<file path="src/rtl/core/pce_pkg.sv">
`timescale 1ns / 1ps
// pce_pkg: shared types and constants of the polynomial coefficient evaluator
// depends on nothing; used by pce_ctrl, pce_datapath and the top level

package pce_pkg;

    localparam int ACC_W   = 48;
    localparam int PROD_W  = 64;
    localparam int X_W     = 16;
    localparam int IN_C_W  = 16;
    localparam int POW_W   = 4;
    localparam int OUT_W   = 32;
    localparam int FRAC_SH = 12;
    localparam int COEF_SH = 8;
    localparam int SPLIT   = 24;

    localparam logic REQ_SET  = 1'b0;
    localparam logic REQ_EVAL = 1'b1;

    typedef enum logic [1:0] {
        ST_IDLE,
        ST_MUL,
        ST_ACC,
        ST_DONE
    } state_t;

    typedef struct packed {
        logic start;
        logic wr_en;
        logic mul_en;
        logic acc_en;
        logic load_out;
    } cmd_t;

    typedef struct packed {
        logic out_free;
    } status_t;

endpackage

</file>
<file path="src/rtl/core/pce_ctrl.sv">
`timescale 1ns / 1ps
// pce_ctrl: sequencer for set and evaluate beats, walks the exponent down
// depends on pce_pkg

module pce_ctrl #(
    parameter int MAX_DEGREE = 15
) (
    input  logic                                   clk,
    input  logic                                   rst_n,
    input  logic                                   in_valid,
    input  logic                                   in_kind,
    output logic                                   in_ready,
    input  pce_pkg::status_t                       status,
    output pce_pkg::cmd_t                          cmd,
    output logic [$clog2(MAX_DEGREE + 1) - 1:0]    rd_addr
);

    localparam int AW = $clog2(MAX_DEGREE + 1);
    localparam logic [AW - 1:0] TOP = AW'(MAX_DEGREE);

    pce_pkg::state_t state_reg, state_next;
    logic [AW - 1:0] k_reg, k_next;

    always_ff @(posedge clk or negedge rst_n)
    begin
        if (!rst_n)
        begin
            state_reg <= pce_pkg::ST_IDLE;
            k_reg     <= '0;
        end
        else
        begin
            state_reg <= state_next;
            k_reg     <= k_next;
        end
    end

    always_comb
    begin
        state_next = state_reg;
        k_next     = k_reg;
        cmd        = '0;
        in_ready   = 1'b0;
        unique case (state_reg)
            pce_pkg::ST_IDLE:
            begin
                in_ready = 1'b1;
                if (in_valid)
                begin
                    if (in_kind == pce_pkg::REQ_EVAL)
                    begin
                        cmd.start  = 1'b1;
                        k_next     = TOP;
                        state_next = pce_pkg::ST_MUL;
                    end
                    else
                    begin
                        cmd.wr_en = 1'b1;
                    end
                end
            end
            pce_pkg::ST_MUL:
            begin
                cmd.mul_en = 1'b1;
                state_next = pce_pkg::ST_ACC;
            end
            pce_pkg::ST_ACC:
            begin
                cmd.acc_en = 1'b1;
                if (k_reg == '0)
                begin
                    state_next = pce_pkg::ST_DONE;
                end
                else
                begin
                    k_next     = k_reg - 1'b1;
                    state_next = pce_pkg::ST_MUL;
                end
            end
            pce_pkg::ST_DONE:
            begin
                if (status.out_free)
                begin
                    cmd.load_out = 1'b1;
                    state_next   = pce_pkg::ST_IDLE;
                end
            end
            default:
            begin
                state_next = pce_pkg::ST_IDLE;
            end
        endcase
    end

    assign rd_addr = k_reg;

endmodule

</file>
<file path="src/rtl/core/pce_datapath.sv">
`timescale 1ns / 1ps
// pce_datapath: coefficient store, split multiplier, rounding, saturation, output register
// depends on pce_pkg

module pce_datapath #(
    parameter int MAX_DEGREE = 15,
    parameter int COEF_BITS  = 16
) (
    input  logic                                        clk,
    input  logic                                        rst_n,
    input  pce_pkg::cmd_t                               cmd,
    output pce_pkg::status_t                            status,
    input  logic [$clog2(MAX_DEGREE + 1) - 1:0]         rd_addr,
    input  logic [pce_pkg::POW_W - 1:0]                 term_power,
    input  logic signed [pce_pkg::IN_C_W - 1:0]         term_coeff,
    input  logic signed [pce_pkg::X_W - 1:0]            point_x,
    output logic signed [pce_pkg::OUT_W - 1:0]          poly_value,
    output logic                                        overflow_flag,
    output logic                                        out_valid,
    input  logic                                        out_ready
);

    localparam int AW    = $clog2(MAX_DEGREE + 1);
    localparam int DEPTH = MAX_DEGREE + 1;
    localparam int AccW  = pce_pkg::ACC_W;
    localparam int PW    = pce_pkg::PROD_W;
    localparam int SP    = pce_pkg::SPLIT;
    localparam int XW    = pce_pkg::X_W;
    localparam int HI_W  = AccW - SP + XW;
    localparam int LO_W  = SP + 1 + XW;
    localparam int OW    = pce_pkg::OUT_W;
    localparam logic signed [32:0] C_MAX = (33'sd1 <<< (COEF_BITS - 1)) - 33'sd1;
    localparam logic signed [32:0] C_MIN = -C_MAX - 33'sd1;

    // coefficient store, entries read as zero until written
    logic [COEF_BITS - 1:0] mem [DEPTH];
    logic [DEPTH - 1:0]     valid_reg;
    logic [COEF_BITS - 1:0] rd_data_reg;
    logic                   rd_valid_reg;

    logic [AW + pce_pkg::POW_W - 1:0] pow_ext;
    logic [AW - 1:0]                  wr_addr;
    logic                             wr_ok;
    logic signed [32:0]               c_in;
    logic signed [32:0]               c_clamp;

    assign pow_ext = {{AW{1'b0}}, term_power};
    assign wr_addr = pow_ext[AW - 1:0];
    assign wr_ok   = cmd.wr_en && (pow_ext <= (AW + pce_pkg::POW_W)'(MAX_DEGREE));
    assign c_in    = {{(33 - pce_pkg::IN_C_W){term_coeff[pce_pkg::IN_C_W - 1]}}, term_coeff};

    always_comb
    begin
        if (c_in > C_MAX)
        begin
            c_clamp = C_MAX;
        end
        else if (c_in < C_MIN)
        begin
            c_clamp = C_MIN;
        end
        else
        begin
            c_clamp = c_in;
        end
    end

    always_ff @(posedge clk)
    begin
        if (wr_ok)
        begin
            mem[wr_addr] <= c_clamp[COEF_BITS - 1:0];
        end
        if (cmd.mul_en)
        begin
            rd_data_reg <= mem[rd_addr];
        end
    end

    always_ff @(posedge clk or negedge rst_n)
    begin
        if (!rst_n)
        begin
            valid_reg    <= '0;
            rd_valid_reg <= 1'b0;
        end
        else
        begin
            if (wr_ok)
            begin
                valid_reg[wr_addr] <= 1'b1;
            end
            if (cmd.mul_en)
            begin
                rd_valid_reg <= valid_reg[rd_addr];
            end
        end
    end

    // horner step: split product, then round, add and saturate
    logic signed [AccW - 1:0] acc_reg;
    logic signed [XW - 1:0]   x_reg;
    logic                     ovf_reg;
    logic signed [HI_W - 1:0] pp_hi_reg;
    logic signed [LO_W - 1:0] pp_lo_reg;

    logic signed [PW - 1:0]        prod;
    logic signed [PW - 1:0]        rnd;
    logic signed [PW - 1:0]        coef_ext;
    logic signed [PW - 1:0]        sum;
    logic signed [COEF_BITS - 1:0] coef;
    logic signed [AccW - 1:0]      acc_sat;
    logic                          acc_ovf;

    assign coef = rd_valid_reg ? $signed(rd_data_reg) : '0;
    assign prod = ($signed({{(PW - HI_W){pp_hi_reg[HI_W - 1]}}, pp_hi_reg}) <<< SP)
                + $signed({{(PW - LO_W){pp_lo_reg[LO_W - 1]}}, pp_lo_reg});
    assign rnd  = (prod + 64'sd2048) >>> pce_pkg::FRAC_SH;
    assign coef_ext = $signed({{(PW - COEF_BITS){coef[COEF_BITS - 1]}}, coef})
                    <<< pce_pkg::COEF_SH;
    assign sum  = rnd + coef_ext;

    always_comb
    begin
        acc_ovf = 1'b0;
        acc_sat = sum[AccW - 1:0];
        if (sum[PW - 1:AccW - 1] != {(PW - AccW + 1){sum[PW - 1]}})
        begin
            acc_ovf = 1'b1;
            acc_sat = sum[PW - 1] ? {1'b1, {(AccW - 1){1'b0}}} : {1'b0, {(AccW - 1){1'b1}}};
        end
    end

    always_ff @(posedge clk)
    begin
        if (cmd.mul_en)
        begin
            pp_hi_reg <= $signed(acc_reg[AccW - 1:SP]) * x_reg;
            pp_lo_reg <= $signed({1'b0, acc_reg[SP - 1:0]}) * x_reg;
        end
        if (cmd.start)
        begin
            x_reg <= point_x;
        end
    end

    always_ff @(posedge clk or negedge rst_n)
    begin
        if (!rst_n)
        begin
            acc_reg <= '0;
            ovf_reg <= 1'b0;
        end
        else if (cmd.start)
        begin
            acc_reg <= '0;
            ovf_reg <= 1'b0;
        end
        else if (cmd.acc_en)
        begin
            acc_reg <= acc_sat;
            ovf_reg <= ovf_reg | acc_ovf;
        end
    end

    // final narrowing to q16.16 and output register
    logic signed [OW - 1:0] fin_val;
    logic                   fin_ovf;
    logic signed [OW - 1:0] out_val_reg;
    logic                   out_ovf_reg;
    logic                   out_valid_reg;

    always_comb
    begin
        fin_ovf = 1'b0;
        fin_val = acc_reg[OW - 1:0];
        if (acc_reg[AccW - 1:OW - 1] != {(AccW - OW + 1){acc_reg[AccW - 1]}})
        begin
            fin_ovf = 1'b1;
            fin_val = acc_reg[AccW - 1] ? {1'b1, {(OW - 1){1'b0}}} : {1'b0, {(OW - 1){1'b1}}};
        end
    end

    always_ff @(posedge clk)
    begin
        if (cmd.load_out)
        begin
            out_val_reg <= fin_val;
            out_ovf_reg <= ovf_reg | fin_ovf;
        end
    end

    always_ff @(posedge clk or negedge rst_n)
    begin
        if (!rst_n)
        begin
            out_valid_reg <= 1'b0;
        end
        else if (cmd.load_out)
        begin
            out_valid_reg <= 1'b1;
        end
        else if (out_ready)
        begin
            out_valid_reg <= 1'b0;
        end
    end

    assign status.out_free = !out_valid_reg || out_ready;
    assign out_valid       = out_valid_reg;
    assign poly_value      = out_val_reg;
    assign overflow_flag   = out_ovf_reg;

endmodule

</file>
<file path="src/rtl/core/polynomial_coefficient_evaluator.sv">
`timescale 1ns / 1ps
// evaluate beat: the result follows one horner step per coefficient, each step going through
// the split multiplier and then the round/add/saturate stage
// next beat taken once an evaluate result is loaded, and in the following cycle after a set beat
// result waits in an output register while set beats keep being taken
// async active-low reset clears control state and marks every coefficient as zero
// depends on pce_pkg, pce_ctrl, pce_datapath

module polynomial_coefficient_evaluator #(
    parameter int MAX_DEGREE = 15,
    parameter int COEF_BITS  = 16
) (
    input  logic        clk,
    input  logic        rst_n,
    input  logic        s_axis_tvalid,
    output logic        s_axis_tready,
    input  logic [39:0] s_axis_tdata,   // term_power[3:0], term_coeff[19:4], point_x[35:20], zero pad
    input  logic        s_axis_tuser,   // req_type
    output logic        m_axis_tvalid,
    input  logic        m_axis_tready,
    output logic [31:0] m_axis_tdata,   // poly_value[31:0]
    output logic        m_axis_tuser    // overflow_flag
);

    localparam int AW = $clog2(MAX_DEGREE + 1);

    pce_pkg::cmd_t    cmd;
    pce_pkg::status_t status;
    logic [AW - 1:0]  rd_addr;
    logic signed [pce_pkg::OUT_W - 1:0] poly_value;

    pce_ctrl #(
        .MAX_DEGREE (MAX_DEGREE)
    ) u_ctrl (
        .clk      (clk),
        .rst_n    (rst_n),
        .in_valid (s_axis_tvalid),
        .in_kind  (s_axis_tuser),
        .in_ready (s_axis_tready),
        .status   (status),
        .cmd      (cmd),
        .rd_addr  (rd_addr)
    );

    pce_datapath #(
        .MAX_DEGREE (MAX_DEGREE),
        .COEF_BITS  (COEF_BITS)
    ) u_datapath (
        .clk           (clk),
        .rst_n         (rst_n),
        .cmd           (cmd),
        .status        (status),
        .rd_addr       (rd_addr),
        .term_power    (s_axis_tdata[3:0]),
        .term_coeff    ($signed(s_axis_tdata[19:4])),
        .point_x       ($signed(s_axis_tdata[35:20])),
        .poly_value    (poly_value),
        .overflow_flag (m_axis_tuser),
        .out_valid     (m_axis_tvalid),
        .out_ready     (m_axis_tready)
    );

    assign m_axis_tdata = poly_value;

endmodule
</file>
<file path="config.mk">
export PLATFORM = sky130hd
export DESIGN_NAME = polynomial_coefficient_evaluator
export DESIGN_NICKNAME = d
export VERILOG_FILES = /design/src/rtl/core/pce_pkg.sv /design/src/rtl/core/pce_ctrl.sv /design/src/rtl/core/pce_datapath.sv /design/src/rtl/core/polynomial_coefficient_evaluator.sv
export SDC_FILE = /design/constraint.sdc
export NUM_CORES = 2
export LEC_CHECK = 0
export ABC_CLOCK_PERIOD_IN_PS = 8800
export BUFFER_PORTS_ARGS = -buffer_cell sky130_fd_sc_hd__buf_2
export CORE_MARGIN = 5
export CORE_UTILIZATION = 60
export DETAILED_ROUTE_END_ITERATION = 10
export GPL_ROUTABILITY_DRIVEN = 0
export GPL_TIMING_DRIVEN = 0
export HOLD_SLACK_MARGIN = 0.12
export PLACE_DENSITY_LB_ADDON = 0.05
export SYNTH_ARGS = -nofsm -noshare
export SYNTH_HDL_FRONTEND = slang
export SYNTH_SLANG_ARGS = --single-unit
</file>
<file path="constraint.sdc">
create_clock -name clk -period 8.8 [get_ports clk]
set_clock_uncertainty 0.15 [all_clocks]
set_input_delay 0.88 -clock clk [delete_from_list [all_inputs] [get_ports clk]]
set_output_delay 0.88 -clock clk [all_outputs]
set_load 0.005 [all_outputs]
</file>
==> out/metrics.csv <==
stage,metric,value,unit
run_status,status,completed,
route,DRT antenna net count,0,
floorplanning,Initial Utilization,0.604,
placement,# port buffers,59,
floorplanning,DIE WIDTH,295,um
sta,slew at the pin closest to its max-slew limit,1270,ps
synth,post-synthesis async set-or-reset flop share,0.157,
clock_network,CTS tree,built,
global_routing,total global-route track usage,0.332,
sta,Final min period,8570,ps
clock_network,clock latency at the later pin of the worst-skew pair,640,ps
clock_network,"CTS clk-pin slew, worst paths",60,ps
synth,top-count cell post-synth,inv_1,
setup_path,worst path bufs/invs,5,
clock_network,CTS Buf Count,50,
floorplanning,# IOs,80,
clock_network,H-tree Lvls,2,
global_routing,GRT Residual Overflow,0,
setup_path,Crit path required time,9130,ps
synth,Synth Flop Type,edfxtp_1,
setup_path,delay of the slowest critical-path stage,660,ps
global_routing,first-pass GRT wire length,216000,um
floorplanning,Die Area,86800,um^2
route,routed wire length,140000,um
synth,post-synth top area cell,fa_1,
route,DRT Pass-1 Iters,6,
synth,Post-synth EDFFs,391,
floorplanning,Core ar.,80400,um^2
sta,"Hold Violations, Final",0,
route,vias,34561,
floorplanning,die height,295,um
route,Vias/cell,5.87,
synth,top post-synthesis cells by count,"inv_1, fa_1, nand2_1, edfxtp_1, and2_1",
run,maxcap violations,0,
route,Remaining DRCs,0,
clock_network,clock buffer depth,3,
setup_path,cell chain of the critical path,"clkbuf_1, clkbuf_1, nand2_1, fa_1, inv_1, fa_1, fa_1, fa_1, fa_1, inv_1, fa_1, inv_1, ha_1, a21o_1, a21o_1, a21oi_1, o21bai_1, a221oi_2, nor3_1, o31ai_1, o31ai_1, or4b_2, nand3_1",
sta,RSZ-0062 raised after global routing,no,
sta,max-slew violation count,0,
min_path,Min-Delay Path Class,in2reg,
synth,top post-synthesis cells by area,"fa_1, edfxtp_1, ha_1",
setup_path,Worst setup SP type,flop,
sta,final hold slack,267,ps
cells_and_area,nets,5827,
floorplanning,FP Rows,104,
synth,yosys warns,0,
synth,post-synthesis sequential area ratio,0.279,
setup_path,Slowest cell on crit path,clkbuf_1,
sta,final setup violating endpoints,0,
synth,"FF+latch count, synth",464,
setup_path,Setup CP Type,reg2reg,
cells_and_area,synth-to-layout area growth,8.09,%
setup_path,Setup crit end kind,flop,
global_routing,vias in the first global route,36082,
cells_and_area,fill cell count,6485,
placement,hpwl dp,111000,um
sta,Fmax,0.117,GHz
clock_network,Root Buffer,clkbuf_16,
synth,area share of the leading cell type in the synthesized netlist,0.280,
route,Initial DRC Count,3175,
sta,Slew headroom,0.155,
cells_and_area,layout cells sized above 1,0.0756,
synth,Yosys cell types,76,
setup_path,CP arrival,8890,ps
cells_and_area,max FFs per register,256,
setup_path,critical path peak fanout,10,
synth,syn_nets,5704,
clock_network,clk sinks,464,
global_routing,initial antenna violation count,5,
global_routing,largest net degree at the start of global routing,67,
synth,Mapped Area,48600,um^2
setup_path,CP most frequent cell,fa_1,
synth,syn avg cell area,10.4,um^2
synth,Mapped Cells,4660,
route,routed length per placed instance,23.8,um
sta,post-route clock period utilization,0.973,
setup_path,"CP delay by family, top",adder cells,
## layer usage
layer  share of wire  up-vias  wire, um  track usage
li1                -    15245         -            -
met1            0.39    17311     54100        0.439
met2            0.47     1628     65400        0.534
met4           0.051        4      7170        0.134
met3           0.097      373     13600       0.0801
met5         0.00019        -        27            0
## final timing paths
path	slack, ps	depth (start not counted)	to	from
min in group asynchronous	570	2	u_datapath.acc_reg[2]$_DFFE_PN0P_	rst_n
min reg2reg	320	1	u_datapath.valid_reg[8]$_DFFE_PN0P_	u_datapath.valid_reg[8]$_DFFE_PN0P_
max reg2reg	230	23	u_datapath.pp_hi_reg[37]$_DFFE_PN_	u_datapath.x_reg[13]$_DFFE_PP_
max	230	23	u_datapath.pp_hi_reg[37]$_DFFE_PN_	u_datapath.x_reg[13]$_DFFE_PP_
min	270	1	u_datapath.x_reg[14]$_DFFE_PP_	s_axis_tdata[34]
max in group asynchronous	7280	3	u_ctrl.state_reg[1]$_DFFE_PN0P_	rst_n
## through the flow
stage / setup TNS (ps) / setup slack [ps] / std cells / util / area (um^2)
2_1_floorplan: 0 / 1630 / 4660 / - / 48600
3_3_place_gp: -4660 / -736 / 5779 / 0.624 / 50200
3_5_place_dp: -1340 / -267 / 5805 / 0.630 / 50600
4_1_cts: 0 / 7.49 / 5900 / 0.653 / 52500
5_1_grt: 0 / 7.57 / 5885 / 0.653 / 52500
6_report: 0 / 234 / 5887 / 0.653 / 52500
## placed cells by master (no fill, tap or decap), types with 17 or more instances in the layout
cell type / instances
inv_1: 866
fa_1: 680
nand2_1: 549
edfxtp_1: 391
and2_1: 333
ha_1: 319
clkbuf_1: 186
a21oi_1: 169
nor2_1: 126
a21o_1: 108
xnor2_1: 97
mux4_2: 85
dfrtp_1: 72
o21ai_0: 70
buf_2: 67
xor2_1: 52
clkbuf_16: 52
a22oi_1: 48
clkbuf_2: 42
nand3_1: 40
nor3_1: 39
nand2b_1: 33
nand4_1: 29
o21bai_1: 28
a31oi_1: 24
or2_2: 22
and3_1: 17
## cell type report
class                   instances  area [um^2]  area share
plain buffers                 241          982      0.0187
well taps                    1060         1330      0.0253
inverters                     867         3260      0.0620
clock buffers                  58         1320      0.0252
diodes                          2         5.00   0.0000953
repair buffers                 90          717      0.0137
clock inverters                36          469     0.00894
multi-input cells            3069        30900       0.588
flip-flops and latches        464        13600       0.258
## cell families (layout without fill, tap and decap cells)
kind of cell    after synthesis  after routing  share of synthesized area
fa+ha+maj                   999            999                      0.362
simple gates               1272           1272                      0.128
other cells                   0              2                          0
buf+inv                    1127           1292                     0.0875
compound gates              562            562                     0.0764
xor+xnor                    149            149                     0.0269
mux                          87             87                     0.0398
flops                       464            464                      0.279
## repair_timing
item / in CTS / in global routing
gates resized for setup: 16 / 78
gates cloned: 0 / 0
hold endpoints to repair: 7 / 0
setup endpoints to repair: 9 / 13
hold buffers: 1 / 0
buffers inserted: 0 / 4
Power is not shown: default switching activity piles up to over one toggle a cycle in this logic, so the estimate is an artifact.
